==> config.mk <==
export PLATFORM = sky130hd
export DESIGN_NAME = sorted_set_table_unit
export DESIGN_NICKNAME = d
export VERILOG_FILES = /design/src/rtl/sst_pkg.sv /design/src/rtl/sst_mem.sv /design/src/rtl/sorted_set_table_unit.sv
export SDC_FILE = /design/constraint.sdc
export NUM_CORES = 1
export LEC_CHECK = 0
export BUFFER_PORTS_ARGS = -buffer_cell sky130_fd_sc_hd__buf_2
export CAP_MARGIN = 20
export CORE_MARGIN = 2
export CORE_UTILIZATION = 40
export CTS_CLUSTER_SIZE = 14
export DETAILED_ROUTE_END_ITERATION = 10
export GPL_ROUTABILITY_DRIVEN = 0
export PLACE_DENSITY = 0.61
export SLEW_MARGIN = 20
export SYNTH_ARGS = -nofsm -noshare
export SYNTH_HDL_FRONTEND = slang
export SYNTH_SLANG_ARGS = --single-unit
==> constraint.sdc <==
create_clock -name clk -period 5.6 [get_ports clk]
set_clock_uncertainty 0.2 [all_clocks]
set_input_delay 0.56 -clock clk [delete_from_list [all_inputs] [get_ports clk]]
set_output_delay 0.56 -clock clk [all_outputs]
set_load 0.1 [all_outputs]
==> src/rtl/sst_pkg.sv <==
package sst_pkg;

    localparam int TABLE_DEPTH_DEF = 16;
    localparam int VALUE_W         = 32;
    localparam int FIELD_W         = 5;

    typedef enum logic [1:0] {
        KIND_INSERT = 2'd0,
        KIND_REMOVE = 2'd1,
        KIND_SEARCH = 2'd2,
        KIND_SPARE  = 2'd3
    } kind_t;

    typedef enum logic [1:0] {
        STAT_DONE    = 2'd0,
        STAT_PRESENT = 2'd1,
        STAT_ABSENT  = 2'd2,
        STAT_FULL    = 2'd3
    } status_t;

    typedef struct packed {
        kind_t                      kind;
        logic signed [VALUE_W-1:0]  value;
    } op_item_t;

    typedef struct packed {
        status_t                status;
        logic                   found;
        logic [FIELD_W-1:0]     position;
        logic [FIELD_W-1:0]     count;
    } result_item_t;

endpackage

==> src/rtl/sst_mem.sv <==
module sst_mem #(
    parameter int DEPTH = sst_pkg::TABLE_DEPTH_DEF,
    parameter int AW    = $clog2(DEPTH)
) (
    input  logic                        clk,
    input  logic                        we,
    input  logic [AW-1:0]               waddr,
    input  logic [sst_pkg::VALUE_W-1:0] wdata,
    input  logic [AW-1:0]               raddr,
    output logic [sst_pkg::VALUE_W-1:0] rdata
);
    import sst_pkg::*;

    logic [VALUE_W-1:0] mem [DEPTH];

    always_ff @(posedge clk)
    begin
        if (we)
        begin
            mem[waddr] <= wdata;
        end
    end

    always_ff @(posedge clk)
    begin
        rdata <= mem[raddr];
    end

endmodule

==> src/rtl/sorted_set_table_unit.sv <==
// Sorted set of distinct signed values held in a single-port-read, single-port-write RAM.
// A search is a binary search, each step waiting on the RAM read at the midpoint, then
// a verify read at the lower bound, skipped when the value lies above every entry. Inserts
// and removes also move each entry past that position one place, by a read then a write.
// One item is worked on at a time; busy is high from acceptance until the strobe cycle.
// Reset clears the entry count and the control state; the RAM contents are not cleared.
module sorted_set_table_unit #(
    parameter int TABLE_DEPTH = sst_pkg::TABLE_DEPTH_DEF
) (
    input  logic                  clk,
    input  logic                  rst_n,
    input  logic                  start,
    output logic                  busy,
    input  sst_pkg::op_item_t     op,
    output logic                  done,
    output sst_pkg::result_item_t result
);
    import sst_pkg::*;

    localparam int AW = (TABLE_DEPTH > 1) ? $clog2(TABLE_DEPTH) : 1;
    localparam int CW = $clog2(TABLE_DEPTH + 1);
    localparam logic [CW-1:0] DEPTH_C = CW'(TABLE_DEPTH);

    typedef enum logic [8:0] {
        S_IDLE   = 9'b000000001,
        S_PROBE  = 9'b000000010,
        S_STEP   = 9'b000000100,
        S_VERIFY = 9'b000001000,
        S_DECIDE = 9'b000010000,
        S_INS_RD = 9'b000100000,
        S_INS_WR = 9'b001000000,
        S_REM_RD = 9'b010000000,
        S_REM_WR = 9'b100000000
    } state_t;

    state_t         state_reg, state_next;
    op_item_t       op_reg, op_next;
    logic [CW-1:0]  count_reg, count_next;
    logic [CW-1:0]  lo_reg, lo_next;
    logic [CW-1:0]  hi_reg, hi_next;
    logic [CW-1:0]  idx_reg, idx_next;
    logic           found_reg, found_next;
    logic           done_reg, done_next;
    result_item_t   result_reg, result_next;

    logic [CW-1:0]       mid;
    logic                we;
    logic [AW-1:0]       waddr;
    logic [VALUE_W-1:0]  wdata;
    logic [AW-1:0]       raddr;
    logic [VALUE_W-1:0]  rdata;
    logic                finish;
    status_t             fin_status;

    sst_mem #(
        .DEPTH (TABLE_DEPTH),
        .AW    (AW)
    ) u_mem (
        .clk   (clk),
        .we    (we),
        .waddr (waddr),
        .wdata (wdata),
        .raddr (raddr),
        .rdata (rdata)
    );

    assign mid = lo_reg + ((hi_reg - lo_reg) >> 1);

    always_comb
    begin
        state_next  = state_reg;
        op_next     = op_reg;
        count_next  = count_reg;
        lo_next     = lo_reg;
        hi_next     = hi_reg;
        idx_next    = idx_reg;
        found_next  = found_reg;
        done_next   = 1'b0;
        result_next = result_reg;
        we          = 1'b0;
        waddr       = idx_reg[AW-1:0];
        wdata       = rdata;
        raddr       = mid[AW-1:0];
        finish      = 1'b0;
        fin_status  = STAT_DONE;

        case (state_reg)
            S_IDLE:
            begin
                if (start)
                begin
                    op_next    = op;
                    lo_next    = '0;
                    hi_next    = count_reg;
                    state_next = S_PROBE;
                end
            end
            S_PROBE:
            begin
                if (lo_reg < hi_reg)
                begin
                    raddr      = mid[AW-1:0];
                    state_next = S_STEP;
                end
                else if (lo_reg < count_reg)
                begin
                    raddr      = lo_reg[AW-1:0];
                    state_next = S_VERIFY;
                end
                else
                begin
                    found_next = 1'b0;
                    state_next = S_DECIDE;
                end
            end
            S_STEP:
            begin
                if ($signed(rdata) < op_reg.value)
                begin
                    lo_next = mid + CW'(1);
                end
                else
                begin
                    hi_next = mid;
                end
                state_next = S_PROBE;
            end
            S_VERIFY:
            begin
                found_next = (rdata == op_reg.value);
                state_next = S_DECIDE;
            end
            S_DECIDE:
            begin
                case (op_reg.kind)
                    KIND_INSERT:
                    begin
                        if (found_reg)
                        begin
                            finish     = 1'b1;
                            fin_status = STAT_PRESENT;
                        end
                        else if (count_reg >= DEPTH_C)
                        begin
                            finish     = 1'b1;
                            fin_status = STAT_FULL;
                        end
                        else
                        begin
                            idx_next   = count_reg;
                            state_next = S_INS_RD;
                        end
                    end
                    KIND_REMOVE:
                    begin
                        if (found_reg)
                        begin
                            idx_next   = lo_reg;
                            state_next = S_REM_RD;
                        end
                        else
                        begin
                            finish     = 1'b1;
                            fin_status = STAT_ABSENT;
                        end
                    end
                    default:
                    begin
                        // The spare kind code behaves as a search.
                        finish     = 1'b1;
                        fin_status = found_reg ? STAT_DONE : STAT_ABSENT;
                    end
                endcase
            end
            S_INS_RD:
            begin
                if (idx_reg > lo_reg)
                begin
                    raddr      = idx_reg[AW-1:0] - AW'(1);
                    state_next = S_INS_WR;
                end
                else
                begin
                    we         = 1'b1;
                    waddr      = lo_reg[AW-1:0];
                    wdata      = op_reg.value;
                    count_next = count_reg + CW'(1);
                    finish     = 1'b1;
                    fin_status = STAT_DONE;
                end
            end
            S_INS_WR:
            begin
                we         = 1'b1;
                waddr      = idx_reg[AW-1:0];
                wdata      = rdata;
                idx_next   = idx_reg - CW'(1);
                state_next = S_INS_RD;
            end
            S_REM_RD:
            begin
                if ((idx_reg + CW'(1)) < count_reg)
                begin
                    raddr      = idx_reg[AW-1:0] + AW'(1);
                    state_next = S_REM_WR;
                end
                else
                begin
                    count_next = count_reg - CW'(1);
                    finish     = 1'b1;
                    fin_status = STAT_DONE;
                end
            end
            S_REM_WR:
            begin
                we         = 1'b1;
                waddr      = idx_reg[AW-1:0];
                wdata      = rdata;
                idx_next   = idx_reg + CW'(1);
                state_next = S_REM_RD;
            end
            default:
            begin
                state_next = S_IDLE;
            end
        endcase

        if (finish)
        begin
            done_next            = 1'b1;
            result_next.status   = fin_status;
            result_next.found    = found_reg;
            result_next.position = FIELD_W'(lo_reg);
            result_next.count    = FIELD_W'(count_next);
            state_next           = S_IDLE;
        end
    end

    always_ff @(posedge clk or negedge rst_n)
    begin
        if (!rst_n)
        begin
            state_reg <= S_IDLE;
            count_reg <= '0;
            done_reg  <= 1'b0;
        end
        else
        begin
            state_reg <= state_next;
            count_reg <= count_next;
            done_reg  <= done_next;
        end
    end

    always_ff @(posedge clk)
    begin
        op_reg     <= op_next;
        lo_reg     <= lo_next;
        hi_reg     <= hi_next;
        idx_reg    <= idx_next;
        found_reg  <= found_next;
        result_reg <= result_next;
    end

    assign busy   = (state_reg != S_IDLE);
    assign done   = done_reg;
    assign result = result_reg;

endmodule
==> impl_metrics.ini <==
[status]
outcome = complete, no violations

[sta]
finalHoldViolCount = 0
period_needed_ns = 4.99
setup_viol = 0
fin_tns_setup_ns = 0
fmax_mhz = 200
relSlewSlack = 0.263
worst_pin_slew_ns = 1.10
fin_crit_sh = 0.891
rsz0062_at_grt = no
slew_violations = 0

[worst_hold_path]
hold_class = input port to register
hold_start = start
min_path_cells = 3
hold_end = state_reg[7]

[critical_path]
rrSetupSlack_ns = 0.61
cp-end-kind = register
crit_arrival_ns = 5.27
path_class = register to register
cp_max_fo = 40
startpoint_type = register
r2r_cells = 13
worstReg2RegEnd = u_mem.rdata[0]
cp.required_ns = 5.88
rr_startpoint = idx_reg[0]

[synth]
synth_cell_type_count = 70
async_flop_share = 0.0241
ys_seq_elements = 622
synth_edf_count = 575
seq_area_frac_synth = 0.707
synth_top_area_frac = 0.668
synth_warnings = 0
synth_nets = 1868
syn_area_um2 = 25900
syn_avg_cell_area_um2 = 14.6
yosys-top-cells-area = edfxtp_1, mux2i_1, a211oi_1, ha_1, nand2_1
synth_cells = 1770
yosysTopAreaCell = edfxtp_1
synth_ff_type = edfxtp_1

[job]
drv_cap = 0

[drt]
routed_wl_um = 66300
drc = 0
postRouteAntennaNets = 0
viasPerCell = 5.67
drtIter0Drc = 1611
vias = 15934
wl_per_cell_um = 23.6
firstDrtPassIters = 6

[grt]
grt_max_degree = 77
grt_usage = 0.197
grt_overflow = 0
grt_antenna_before_repair = 0
grt_pass1_wl_um = 98200
grt_pass1_vias = 15679

[clock_tree]
h-tree-depth = 3
clk_pin_slew_ns = 0.06
holdBufCountCts = 35
cts_buffer_depth = 3
clk_latency_ns = 0.61
cts_tree = built
clock_sinks = 622
root_buffer = clkbuf_16
ctsResizeCount = 0
cts_made_buffers = 68
cts_setup_buffers = 0

[cells_and_area]
antennaDiodeCount = 0
largest_reg_flops = 512
multi_input_area_um2 = 7100
drive_above_1_share = 0.136
area_delta_synth_final_pct = 16.0
final_nets = 2001
fillCellCount = 5560
seq_area_um2 = 18300

[die]
design.die.area_um2 = 66700
ios = 52
initial_utilization = 0.402
std_cell_rows = 93
fp.dieH_um = 258
core-area_um2 = 64200
die_w_um = 258

[place]
port_buffers = 51
dp_hpwl_um = 37000
## cell usage after synthesis (all sizes together) (45+ instances only)
library cell    n
mux2i         126
nand2         192
clkbuf         52
o21ai          55
inv            59
and3           66
buf            45
edfxtp        575
ha             59
nor2           69
a211oi        100
## through the flow
stage                     area (um^2)   util  setup slack [ns]  hold slack [ns]  instances
after floorplan                 25900      -              1.44           0.0644       1770
after global placement          27500  0.428             0.855            0.296       2653
after detailed placement        27500  0.428             0.714            0.289       2653
after CTS                       30000  0.467             0.687            0.121       2812
after global routing            30000  0.467             0.305            0.168       2812
final                           30000  0.467             0.610            0.159       2812
## worst max path at each step
stage	from	to	slack, ns	cells after the start
floorplan	lo_reg[1]	u_mem.mem[0][0]	1.44	11
global placement	idx_reg[0]	u_mem.rdata[17]	0.86	14
detailed placement	idx_reg[0]	u_mem.rdata[12]	0.71	13
CTS	idx_reg[0]	u_mem.rdata[0]	0.69	13
global route	idx_reg[0]	u_mem.rdata[3]	0.31	13
finish	idx_reg[0]	u_mem.rdata[0]	0.61	13
## metal layers
metal  GRT usage  vias to the layer above  share of wire
li1            -                     7189              -
met2       0.316                      575           0.47
met3      0.0316                      118          0.067
met1       0.275                     8052           0.44
met5           0                        -              0
met4      0.0649                        0          0.024
## worst max-delay path: stages, from the launching register on
cell and delay (ns):
edfxtp_1 0.55, ha_1 0.30, nand3_1 0.12, xnor2_1 0.24
ha_1 0.28, and2_1 0.20, a211oi_2 0.38, nor2_1 0.08
mux2_2 0.67, nand2_4 0.49, nor2_4 0.37, buf_4 0.48
a221oi_1 0.18, a22o_1 0.29
## logic make-up (layout without fill, tap and decap cells)
kind of cell               after synthesis  after routing  synth area share
DFF                                    622            622             0.707
muxes                                  131            131            0.0510
adders and majority gates               61             61            0.0301
buffers and inverters                  156            343            0.0265
AOI/OAI and AO/OA                      376            376             0.105
xor gates and xnor gates                17             17           0.00576
and+or+nand+nor                        407            407            0.0740
## final cells by class
class                           instances  area share
Tap cell                              855      0.0357
Multi-Input combinational cell        992       0.237
Timing Repair Buffer                  160      0.0400
Clock buffer                           99      0.0654
Inverter                               59     0.00738
Clock inverter                         25     0.00546
Sequential cell                       622       0.610
## cell usage in the layout, fill, tap and decap left out, types with 20 or more instances in the layout
master and instances:
a211oi_1 99, a21oi_1 31, a221oi_1 36, a22o_1 31, a31oi_1 36, a32oi_1 35
and3_1 66, buf_2 51, buf_4 71, clkbuf_1 20, clkbuf_16 71, dfxtp_1 32
dlygate4sd3_1 35, edfxtp_1 575, ha_1 59, inv_1 58, mux2i_1 126, nand2_1 190
nor2_1 46, nor2_4 23, o21ai_0 49
Power is left out: the tool's default activity adds up to more than one toggle a clock period on the data nets, which glitch-free logic cannot reach.
